### config.mk
export PLATFORM = sky130hd
export DESIGN_NAME = imu_sample_frame_builder
export DESIGN_NICKNAME = d
export VERILOG_FILES = /design/src/design/isfb_pkg.sv /design/src/design/imu_sample_frame_builder.sv /design/src/design/isfb_axis_lane.sv /design/src/design/isfb_serializer.sv
export SDC_FILE = /design/constraint.sdc
export NUM_CORES = 2
export LEC_CHECK = 0
export BUFFER_PORTS_ARGS = -buffer_cell sky130_fd_sc_hd__buf_2
export CORE_AREA = 4 4 235 467
export CTS_CLUSTER_DIAMETER = 60
export DETAILED_ROUTE_END_ITERATION = 12
export DIE_AREA = 0 0 239 471
export PLACE_DENSITY = 0.65
export SLEW_MARGIN = 20
export SYNTH_ARGS = -nofsm -noshare
export SYNTH_HDL_FRONTEND = slang
export SYNTH_SLANG_ARGS = --single-unit
### constraint.sdc
create_clock -name clk -period 9.05 [get_ports clk]
set_input_delay 1.81 -clock clk [delete_from_list [all_inputs] [get_ports clk]]
set_output_delay 1.81 -clock clk [all_outputs]
set_load 0.01 [all_outputs]
### src/design/isfb_pkg.sv
package isfb_pkg;

    // Default configuration of the block.
    localparam int SENSOR_SLOTS_DEF     = 3;
    localparam int OFFSET_FRAC_BITS_DEF = 4;

    // Field and register widths.
    localparam int AXIS_W      = 16;
    localparam int AXES        = 6;
    localparam int OFF_FIELD_W = 21;
    localparam int OFF_REG_W   = 63;
    localparam int CFG_INDEX_W = 3;
    localparam int COUNT_W     = 2;

    // Register indexes of the configuration port.
    localparam logic [CFG_INDEX_W-1:0] REG_SENSOR_COUNT = 3'd0;
    localparam logic [CFG_INDEX_W-1:0] REG_ACCEL_OFF_0  = 3'd1;
    localparam logic [CFG_INDEX_W-1:0] REG_GYRO_OFF_0   = 3'd2;

    // Frame layout.
    localparam logic [7:0] SYNC_BYTE_0   = 8'hAA;
    localparam logic [7:0] SYNC_BYTE_1   = 8'h55;
    localparam logic [7:0] FRAME_VERSION = 8'h01;
    localparam int         SIZE_BASE     = 8;
    localparam int         SIZE_PER_SLOT = 12;

    // Byte positions within the frame layout of one reading.
    localparam logic [4:0] POS_FIRST_AXIS = 5'd12;
    localparam logic [4:0] POS_LAST_AXIS  = 5'd23;
    localparam logic [4:0] POS_CHECKSUM   = 5'd24;

    // One corrected reading, ready for the serializer.
    typedef struct packed {
        logic                        header;
        logic                        last;
        logic [7:0]                  size_byte;
        logic [31:0]                 elapsed_us;
        logic [31:0]                 frame_cnt;
        logic [AXES-1:0][AXIS_W-1:0] axis;
    } isfb_item_t;

endpackage

### src/design/imu_sample_frame_builder.sv
// Channel   Direction  Transfer moves
// s_*       in         one six-axis reading with its read-ok flag and elapsed time
// m_*       out        one byte of the framed stream, tlast on the checksum byte
// cfg_*     in         one configuration register write, no handshake
//
// Each reading becomes 12 to 25 output bytes, one per cycle while m_tready is
// high: 12 axis bytes, plus 12 for a header and one for a checksum. Input and
// output overlap through a one-reading holding stage. rst_n clears the frame
// state and all configuration registers to their defaults at once; no clearing
// pass is needed. A stall on m_tready holds the current byte and, once the
// holding stage is full, s_tready.
module imu_sample_frame_builder #(
    parameter int SENSOR_SLOTS     = isfb_pkg::SENSOR_SLOTS_DEF,
    parameter int OFFSET_FRAC_BITS = isfb_pkg::OFFSET_FRAC_BITS_DEF
) (
    input  logic                                clk,
    input  logic                                rst_n,
    // s_tdata, lowest bits first: elapsed_us[31:0], accel_x, accel_y, accel_z,
    // gyro_x, gyro_y, gyro_z (16 bits each).
    input  logic                                s_tvalid,
    output logic                                s_tready,
    input  logic [127:0]                        s_tdata,
    // s_tuser: read_ok.
    input  logic                                s_tuser,
    output logic                                m_tvalid,
    input  logic                                m_tready,
    // m_tdata: out_byte.
    output logic [7:0]                          m_tdata,
    // m_tlast: frame_end.
    output logic                                m_tlast,
    input  logic                                cfg_we,
    input  logic [isfb_pkg::CFG_INDEX_W-1:0]    cfg_index,
    input  logic [isfb_pkg::OFF_REG_W-1:0]      cfg_wdata
);

    localparam int FW = isfb_pkg::OFF_FIELD_W;
    localparam int AW = isfb_pkg::AXIS_W;

    // Configuration registers. Offsets exist only for the slots this instance has.
    logic [isfb_pkg::COUNT_W-1:0]   sensor_count_reg;
    logic [isfb_pkg::OFF_REG_W-1:0] accel_off_reg [SENSOR_SLOTS];
    logic [isfb_pkg::OFF_REG_W-1:0] gyro_off_reg  [SENSOR_SLOTS];

    // Frame sequencing state, advanced when a reading is accepted.
    logic [isfb_pkg::COUNT_W-1:0]   slot_reg, slot_next;
    logic [31:0]                    frame_cnt_reg, frame_cnt_next;

    // Holding stage between the input transfer and the lanes.
    logic                                 pend_valid_reg, pend_valid_next;
    logic                                 pend_ok_reg;
    logic [isfb_pkg::COUNT_W-1:0]         pend_slot_reg;
    logic                                 pend_header_reg;
    logic                                 pend_last_reg;
    logic [7:0]                           pend_size_reg;
    logic [31:0]                          pend_elapsed_reg;
    logic [31:0]                          pend_frame_cnt_reg;
    logic [isfb_pkg::AXES-1:0][AW-1:0]    pend_raw_reg;

    logic                         s_xfer;
    logic                         item_take;
    logic [isfb_pkg::COUNT_W-1:0] count_eff;
    logic                         is_header;
    logic                         is_last;
    logic [isfb_pkg::OFF_REG_W-1:0] accel_sel;
    logic [isfb_pkg::OFF_REG_W-1:0] gyro_sel;
    logic [isfb_pkg::AXES-1:0][AW-1:0] corrected;
    isfb_pkg::isfb_item_t         item;

    assign s_xfer   = s_tvalid && s_tready;
    assign s_tready = !pend_valid_reg || item_take;

    // A count of zero means one sensor; a count above the slot total saturates.
    always_comb
    begin
        if (sensor_count_reg == '0)
            count_eff = isfb_pkg::COUNT_W'(1);
        else if (32'(sensor_count_reg) > SENSOR_SLOTS)
            count_eff = isfb_pkg::COUNT_W'(SENSOR_SLOTS);
        else
            count_eff = sensor_count_reg;
    end

    // The reading that reaches the active count closes the frame. This also
    // covers a count lowered below the current slot in the middle of a frame.
    assign is_header = (slot_reg == '0);
    assign is_last   = ({1'b0, slot_reg} + 3'd1) >= {1'b0, count_eff};

    always_comb
    begin
        slot_next      = slot_reg;
        frame_cnt_next = frame_cnt_reg;
        if (s_xfer)
        begin
            slot_next = is_last ? '0 : slot_reg + isfb_pkg::COUNT_W'(1);
            if (is_header)
                frame_cnt_next = frame_cnt_reg + 32'd1;
        end
    end

    always_comb
    begin
        pend_valid_next = pend_valid_reg;
        if (item_take)
            pend_valid_next = 1'b0;
        if (s_xfer)
            pend_valid_next = 1'b1;
    end

    always_ff @(posedge clk or negedge rst_n)
    begin
        if (!rst_n)
        begin
            sensor_count_reg <= isfb_pkg::COUNT_W'(1);
            for (int k = 0; k < SENSOR_SLOTS; k++)
            begin
                accel_off_reg[k] <= '0;
                gyro_off_reg[k]  <= '0;
            end
            slot_reg       <= '0;
            frame_cnt_reg  <= '0;
            pend_valid_reg <= 1'b0;
        end
        else
        begin
            if (cfg_we && (cfg_index == isfb_pkg::REG_SENSOR_COUNT))
                sensor_count_reg <= cfg_wdata[isfb_pkg::COUNT_W-1:0];
            // Slot k owns the accel and gyro registers at two consecutive indexes.
            for (int k = 0; k < SENSOR_SLOTS; k++)
            begin
                if (cfg_we && (cfg_index == isfb_pkg::REG_ACCEL_OFF_0
                                           + isfb_pkg::CFG_INDEX_W'(2 * k)))
                    accel_off_reg[k] <= cfg_wdata;
                if (cfg_we && (cfg_index == isfb_pkg::REG_GYRO_OFF_0
                                           + isfb_pkg::CFG_INDEX_W'(2 * k)))
                    gyro_off_reg[k] <= cfg_wdata;
            end
            slot_reg       <= slot_next;
            frame_cnt_reg  <= frame_cnt_next;
            pend_valid_reg <= pend_valid_next;
        end
    end

    // The holding stage captures the reading together with its frame position,
    // so the sequencing state can run ahead of the serializer.
    always_ff @(posedge clk)
    begin
        if (s_xfer)
        begin
            pend_ok_reg        <= s_tuser;
            pend_slot_reg      <= slot_reg;
            pend_header_reg    <= is_header;
            pend_last_reg      <= is_last;
            pend_size_reg      <= 8'(isfb_pkg::SIZE_BASE
                                     + isfb_pkg::SIZE_PER_SLOT * 32'(count_eff));
            pend_elapsed_reg   <= s_tdata[31:0];
            pend_frame_cnt_reg <= frame_cnt_reg;
            for (int a = 0; a < isfb_pkg::AXES; a++)
                pend_raw_reg[a] <= s_tdata[32 + AW*a +: AW];
        end
    end

    // Offset set of the slot the held reading came from.
    always_comb
    begin
        accel_sel = accel_off_reg[0];
        gyro_sel  = gyro_off_reg[0];
        for (int k = 1; k < SENSOR_SLOTS; k++)
        begin
            if (32'(pend_slot_reg) == k)
            begin
                accel_sel = accel_off_reg[k];
                gyro_sel  = gyro_off_reg[k];
            end
        end
    end

    // Six correction lanes, one per axis: accel x, y, z then gyro x, y, z.
    for (genvar a = 0; a < isfb_pkg::AXES; a++)
    begin : g_lane
        logic [isfb_pkg::OFF_REG_W-1:0] off_reg_sel;
        assign off_reg_sel = (a < 3) ? accel_sel : gyro_sel;

        isfb_axis_lane #(
            .FRAC_BITS (OFFSET_FRAC_BITS)
        ) u_lane (
            .read_ok   (pend_ok_reg),
            .raw       (pend_raw_reg[a]),
            .offset    (off_reg_sel[FW*(a % 3) +: FW]),
            .corrected (corrected[a])
        );
    end

    // Merge the lane results with the frame fields into one serializer load.
    always_comb
    begin
        item.header     = pend_header_reg;
        item.last       = pend_last_reg;
        item.size_byte  = pend_size_reg;
        item.elapsed_us = pend_elapsed_reg;
        item.frame_cnt  = pend_frame_cnt_reg;
        item.axis       = corrected;
    end

    isfb_serializer u_serializer (
        .clk        (clk),
        .rst_n      (rst_n),
        .item_valid (pend_valid_reg),
        .item       (item),
        .item_take  (item_take),
        .m_tvalid   (m_tvalid),
        .m_tready   (m_tready),
        .m_tdata    (m_tdata),
        .m_tlast    (m_tlast)
    );

endmodule

### src/design/isfb_axis_lane.sv
module isfb_axis_lane #(
    parameter int FRAC_BITS = isfb_pkg::OFFSET_FRAC_BITS_DEF
) (
    input  logic                                  read_ok,
    input  logic signed [isfb_pkg::AXIS_W-1:0]    raw,
    input  logic signed [isfb_pkg::OFF_FIELD_W-1:0] offset,
    output logic        [isfb_pkg::AXIS_W-1:0]    corrected
);

    localparam int          DIFF_W  = isfb_pkg::OFF_FIELD_W + 1;
    localparam logic [DIFF_W-1:0] HALF    = DIFF_W'((1 << FRAC_BITS) >> 1);
    localparam logic [DIFF_W-1:0] POS_MAX = DIFF_W'(32767);
    localparam logic [DIFF_W-1:0] NEG_MAX = DIFF_W'(32768);

    logic signed [DIFF_W-1:0] raw_ext;
    logic signed [DIFF_W-1:0] off_ext;
    logic signed [DIFF_W-1:0] diff;
    logic                     neg;
    logic        [DIFF_W-1:0] mag;
    logic        [DIFF_W-1:0] quot;
    logic        [DIFF_W-1:0] sat;

    // Scale the raw count to the offset's fixed point, subtract, round the magnitude
    // half away from zero and clamp to the int16 range; a failed read gives zero.
    always_comb
    begin
        raw_ext = DIFF_W'(raw);
        off_ext = DIFF_W'(offset);
        diff    = (raw_ext <<< FRAC_BITS) - off_ext;
        neg     = diff[DIFF_W-1];
        mag     = neg ? DIFF_W'(-diff) : DIFF_W'(diff);
        quot    = (mag + HALF) >> FRAC_BITS;
        if (neg)
        begin
            sat = (quot > NEG_MAX) ? NEG_MAX : quot;
            sat = DIFF_W'(0) - sat;
        end
        else
        begin
            sat = (quot > POS_MAX) ? POS_MAX : quot;
        end
        corrected = read_ok ? sat[isfb_pkg::AXIS_W-1:0] : '0;
    end

endmodule

### src/design/isfb_serializer.sv
module isfb_serializer (
    input  logic                 clk,
    input  logic                 rst_n,
    input  logic                 item_valid,
    input  isfb_pkg::isfb_item_t item,
    output logic                 item_take,
    output logic                 m_tvalid,
    input  logic                 m_tready,
    output logic [7:0]           m_tdata,
    output logic                 m_tlast
);

    logic                 active_reg, active_next;
    logic [4:0]           pos_reg, pos_next;
    logic [7:0]           xor_reg, xor_next;
    isfb_pkg::isfb_item_t item_reg;
    logic                 at_end;
    logic                 xfer;
    logic [4:0]           axis_off;
    logic [2:0]           axis_idx;
    logic [7:0]           byte_out;

    assign at_end    = item_reg.last ? (pos_reg == isfb_pkg::POS_CHECKSUM)
                                     : (pos_reg == isfb_pkg::POS_LAST_AXIS);
    assign xfer      = active_reg && m_tready;
    assign item_take = item_valid && (!active_reg || (xfer && at_end));
    assign axis_off  = pos_reg - isfb_pkg::POS_FIRST_AXIS;
    assign axis_idx  = axis_off[3:1];

    always_comb
    begin
        case (pos_reg) inside
            5'd0:      byte_out = isfb_pkg::SYNC_BYTE_0;
            5'd1:      byte_out = isfb_pkg::SYNC_BYTE_1;
            5'd2:      byte_out = isfb_pkg::FRAME_VERSION;
            5'd3:      byte_out = item_reg.size_byte;
            [5'd4:5'd7]:
                       byte_out = item_reg.elapsed_us[8*pos_reg[1:0] +: 8];
            [5'd8:5'd11]:
                       byte_out = item_reg.frame_cnt[8*pos_reg[1:0] +: 8];
            [isfb_pkg::POS_FIRST_AXIS:isfb_pkg::POS_LAST_AXIS]:
                       byte_out = item_reg.axis[axis_idx][8*axis_off[0] +: 8];
            isfb_pkg::POS_CHECKSUM:
                       byte_out = xor_reg;
            default:   byte_out = '0;
        endcase
    end

    always_comb
    begin
        active_next = active_reg;
        pos_next    = pos_reg;
        xor_next    = xor_reg;
        if (xfer)
        begin
            // The checksum restarts with the first sync byte of every frame.
            if (pos_reg == '0)
                xor_next = byte_out;
            else if (pos_reg == isfb_pkg::POS_CHECKSUM)
                xor_next = '0;
            else
                xor_next = xor_reg ^ byte_out;
            pos_next = pos_reg + 5'd1;
            if (at_end)
                active_next = 1'b0;
        end
        if (item_take)
        begin
            active_next = 1'b1;
            pos_next    = item.header ? 5'd0 : isfb_pkg::POS_FIRST_AXIS;
        end
    end

    always_ff @(posedge clk or negedge rst_n)
    begin
        if (!rst_n)
        begin
            active_reg <= 1'b0;
            pos_reg    <= '0;
            xor_reg    <= '0;
        end
        else
        begin
            active_reg <= active_next;
            pos_reg    <= pos_next;
            xor_reg    <= xor_next;
        end
    end

    always_ff @(posedge clk)
    begin
        if (item_take)
            item_reg <= item;
    end

    assign m_tvalid = active_reg;
    assign m_tdata  = byte_out;
    assign m_tlast  = active_reg && (pos_reg == isfb_pkg::POS_CHECKSUM);

endmodule
==> impl_metrics.env <==
export IMPL_wl_per_cell_um=23.9
export IMPL_internal_power_mw=9.08
export IMPL_drc=0
export IMPL_power_leakage_nw=22.5
export IMPL_swShare=0.427
export IMPL_die_w_um=239
export IMPL_hold_start="pend_last_reg"
export IMPL_rr_endpoint="u_serializer.item_reg[74]"
export IMPL_io_pins=211
export IMPL_crit_path_end_kind="register"
export IMPL_setup_tns_ps=0
export IMPL_portBuffers=210
export IMPL_timing_fmax_mhz=116
export IMPL_postCtsHoldBufs=0
export IMPL_r2r_start="pend_slot_reg[0]"
export IMPL_syn_num_nets=5542
export IMPL_drtIter0Drc=2737
export IMPL_insertion_delay_ps=690
export IMPL_fillers=9391
export IMPL_dr_pass1_iters=8
export IMPL_maxSlewHeadroom=0.251
export IMPL_grt_max_degree=147
export IMPL_numCtsBuffers=75
export IMPL_die_area_um2=113000
export IMPL_drtAntennaViolNets=0
export IMPL_tritoncts="built"
export IMPL_synth_flop_cell="dfrtp_1"
export IMPL_root_buffer="clkbuf_16"
export IMPL_wirelength_um=161000
export IMPL_startpoint_type="register"
export IMPL_seqPwrFrac=0.283
export IMPL_core_area_um2=106000
export IMPL_grt_pass1_wl_um=247000
export IMPL_antenna_found_initial=19
export IMPL_required_ps=9440
export IMPL_cts_buffer_depth=3
export IMPL_overflow=0
export IMPL_grt_usage=0.279
export IMPL_max_cap_violations=0
export IMPL_dp_slack_ps=374
export IMPL_async_flop_share=0.561
export IMPL_syn_inst=5209
export IMPL_rr_worst_depth=26
export IMPL_seq_area_um2=20800
export IMPL_synth_seq_cells=765
export IMPL_power_total_mw=15.9
export IMPL_place_hpwl_um=123000
export IMPL_synth_edff_count=336
export IMPL_p_switching_mw=6.77
export IMPL_fin_crit_ps=8590
export IMPL_skew_ps=42.5
export IMPL_clkPwrFrac=0.205
export IMPL_status="complete, no violations"
export IMPL_grt_pass1_vias=42721
export IMPL_ys_types=130
export IMPL_vdd_drop_max_mv=0.188
export IMPL_via_per_inst=6.34
export IMPL_hold_ws_ps=383
export IMPL_final_max_slew_viol_count=0
export IMPL_postSynthAreaPerCell_um2=10.1
export IMPL_rsz0062_at_grt="no"
export IMPL_tightest_slew_ps=1120
export IMPL_min_to="u_serializer.item_reg[168]"
export IMPL_final_hold_viol_count=0
export IMPL_clk_pin_slew_worst_paths_ps=70
export IMPL_fin_nets=5638
export IMPL_final_common_cell="mux2_2"
export IMPL_synth_area_um2=52700
export IMPL_htreeDepth=3
export IMPL_drive_above_1_share=0.213
export IMPL_vias=42759
export IMPL_final_setup_worst_slack_ps=455
export IMPL_ys_seq_area_frac=0.395
export IMPL_numClockSinks=765
export IMPL_min_path_type="reg -> reg"
export IMPL_die_h_um=471
export IMPL_place_gp_congestion=0.977
export IMPL_r2r_slack_ps=460
export IMPL_hold_depth=0
export IMPL_comb_power_share=0.512
export IMPL_multi_input_area_um2=30300
export IMPL_power_density_nw_per_um2=274
export IMPL_setup_violations=0
export IMPL_cp_arrival_ps=8980
export IMPL_timing_final_crit_share=0.950
export IMPL_yosys_warnings=0
export IMPL_area_delta_synth_final_pct=9.66
export IMPL_worstPathMaxFanout=31
export IMPL_rows=169
export IMPL_initial_core_util=0.497
export IMPL_final_cell_mix="513 x mux2_2, 459 x nand2_1, 426 x dfrtp_1"
export IMPL_critPathKind="reg -> reg"
## repair_timing
action / 4_1_cts / 5_1_grt
endpoints found under the setup margin: 0 / 6
resized for setup: 0 / 5
buffers inserted: 0 / 0
hold endpoints to repair: 0 / 0
## how the worst max path moves through the flow
stage                                 from                         to  slack [ps]  depth (start not counted)
after global routing      pend_slot_reg[0]  u_serializer.item_reg[28]           2                         31
after floorplan           pend_slot_reg[0]  u_serializer.item_reg[28]          40                         41
after detailed placement  pend_slot_reg[0]  u_serializer.item_reg[44]         370                         29
final                     pend_slot_reg[0]  u_serializer.item_reg[74]         460                         26
after global placement    pend_slot_reg[0]  u_serializer.item_reg[28]         490                         30
after CTS                 pend_slot_reg[0]  u_serializer.item_reg[44]         370                         29
## metrics by stage
step / util / area, um2 / instances
final: 0.545 / 57800 / 6740
after floorplan: - / 52700 / 5209
after global routing: 0.545 / 57800 / 6738
after detailed placement: 0.521 / 55200 / 6596
after global placement: 0.521 / 55200 / 6596
after CTS: 0.545 / 57700 / 6736
## routing by layer
metal	part of all wire	GRT usage	up-vias
li1	-	-	20041
met1	0.36	0.302	21060
met2	0.53	0.519	1229
met3	0.042	0.0378	411
met4	0.063	0.150	18
met5	0.00072	0	-
## cell families after synthesis
group | synth area share
buffers and inverters | 0.0315
xor gates and xnor gates | 0.0529
AOI/OAI and AO/OA | 0.166
muxes | 0.169
and+or+nand+nor | 0.153
DFF | 0.395
other | 0.0000712
adders and majority gates | 0.0317
## area by class of cell
class                           count  share of cell area
Timing Repair Buffer              322              0.0349
Tap cell                         1368              0.0296
Inverter                           93             0.00604
Clock buffer                      101              0.0367
Multi-Input combinational cell   4048               0.524
Antenna cell                        4            0.000173
Clock inverter                     39             0.00756
Sequential cell                   765               0.361
## Yosys cell counts (all sizes together), types with 26 or more instances
cell,number,area (um2)
mux2,515,5810
nand2,459,1720
dfrtp,428,10700
edfxtp,336,10100
o21ai,290,1460
nor2,264,996
a21oi,249,1250
clkbuf,223,837
mux2i,218,2230
xnor2,207,1820
nand3,147,736
nor3,146,777
ha,132,1650
xor2,107,963
inv,92,345
buf,80,475
a21o,72,541
nand4,71,457
a211oi,69,533
and2,67,419
o211ai,67,537
or3,62,388
a31oi,59,369
nor4,59,454
and3,58,363
mux4,39,878
o31ai,38,290
nand2b,34,213
nor2b,34,213
or2,32,200
o21a,29,218
or4,26,203
## power groups by stage
stage | combinational [mW] | clock, mW | sequential, mW
after floorplan | 5.98 | 0 | 4.44
after global placement | 7.90 | 0 | 4.53
after detailed placement | 7.99 | 0 | 4.55
after CTS | 8.03 | 3.33 | 4.48
after global routing | 8.87 | 3.46 | 4.54
final | 8.12 | 3.25 | 4.48
## worst max-delay path, stage by stage, from the launching register on
cell      delay, ps
edfxtp_1        620
buf_12          310
buf_4           290
buf_4           230
mux2i_1          90
mux2i_1         420
inv_1           220
ha_1            290
nor2b_1         160
a22o_1          430
a21oi_1         330
xnor2_1         100
buf_4           190
or3_1           400
nor3_2          540
a21oi_1         180
xnor2_1         540
nor4_1          140
xor2_1          230
or3b_1          430
nor4b_2         320
a31oi_1         230
nand2b_1        290
ha_1            360
nand2_1         210
o32ai_1         110
nor3_1          590
Note: power is estimated with default switching activity, not from simulation.
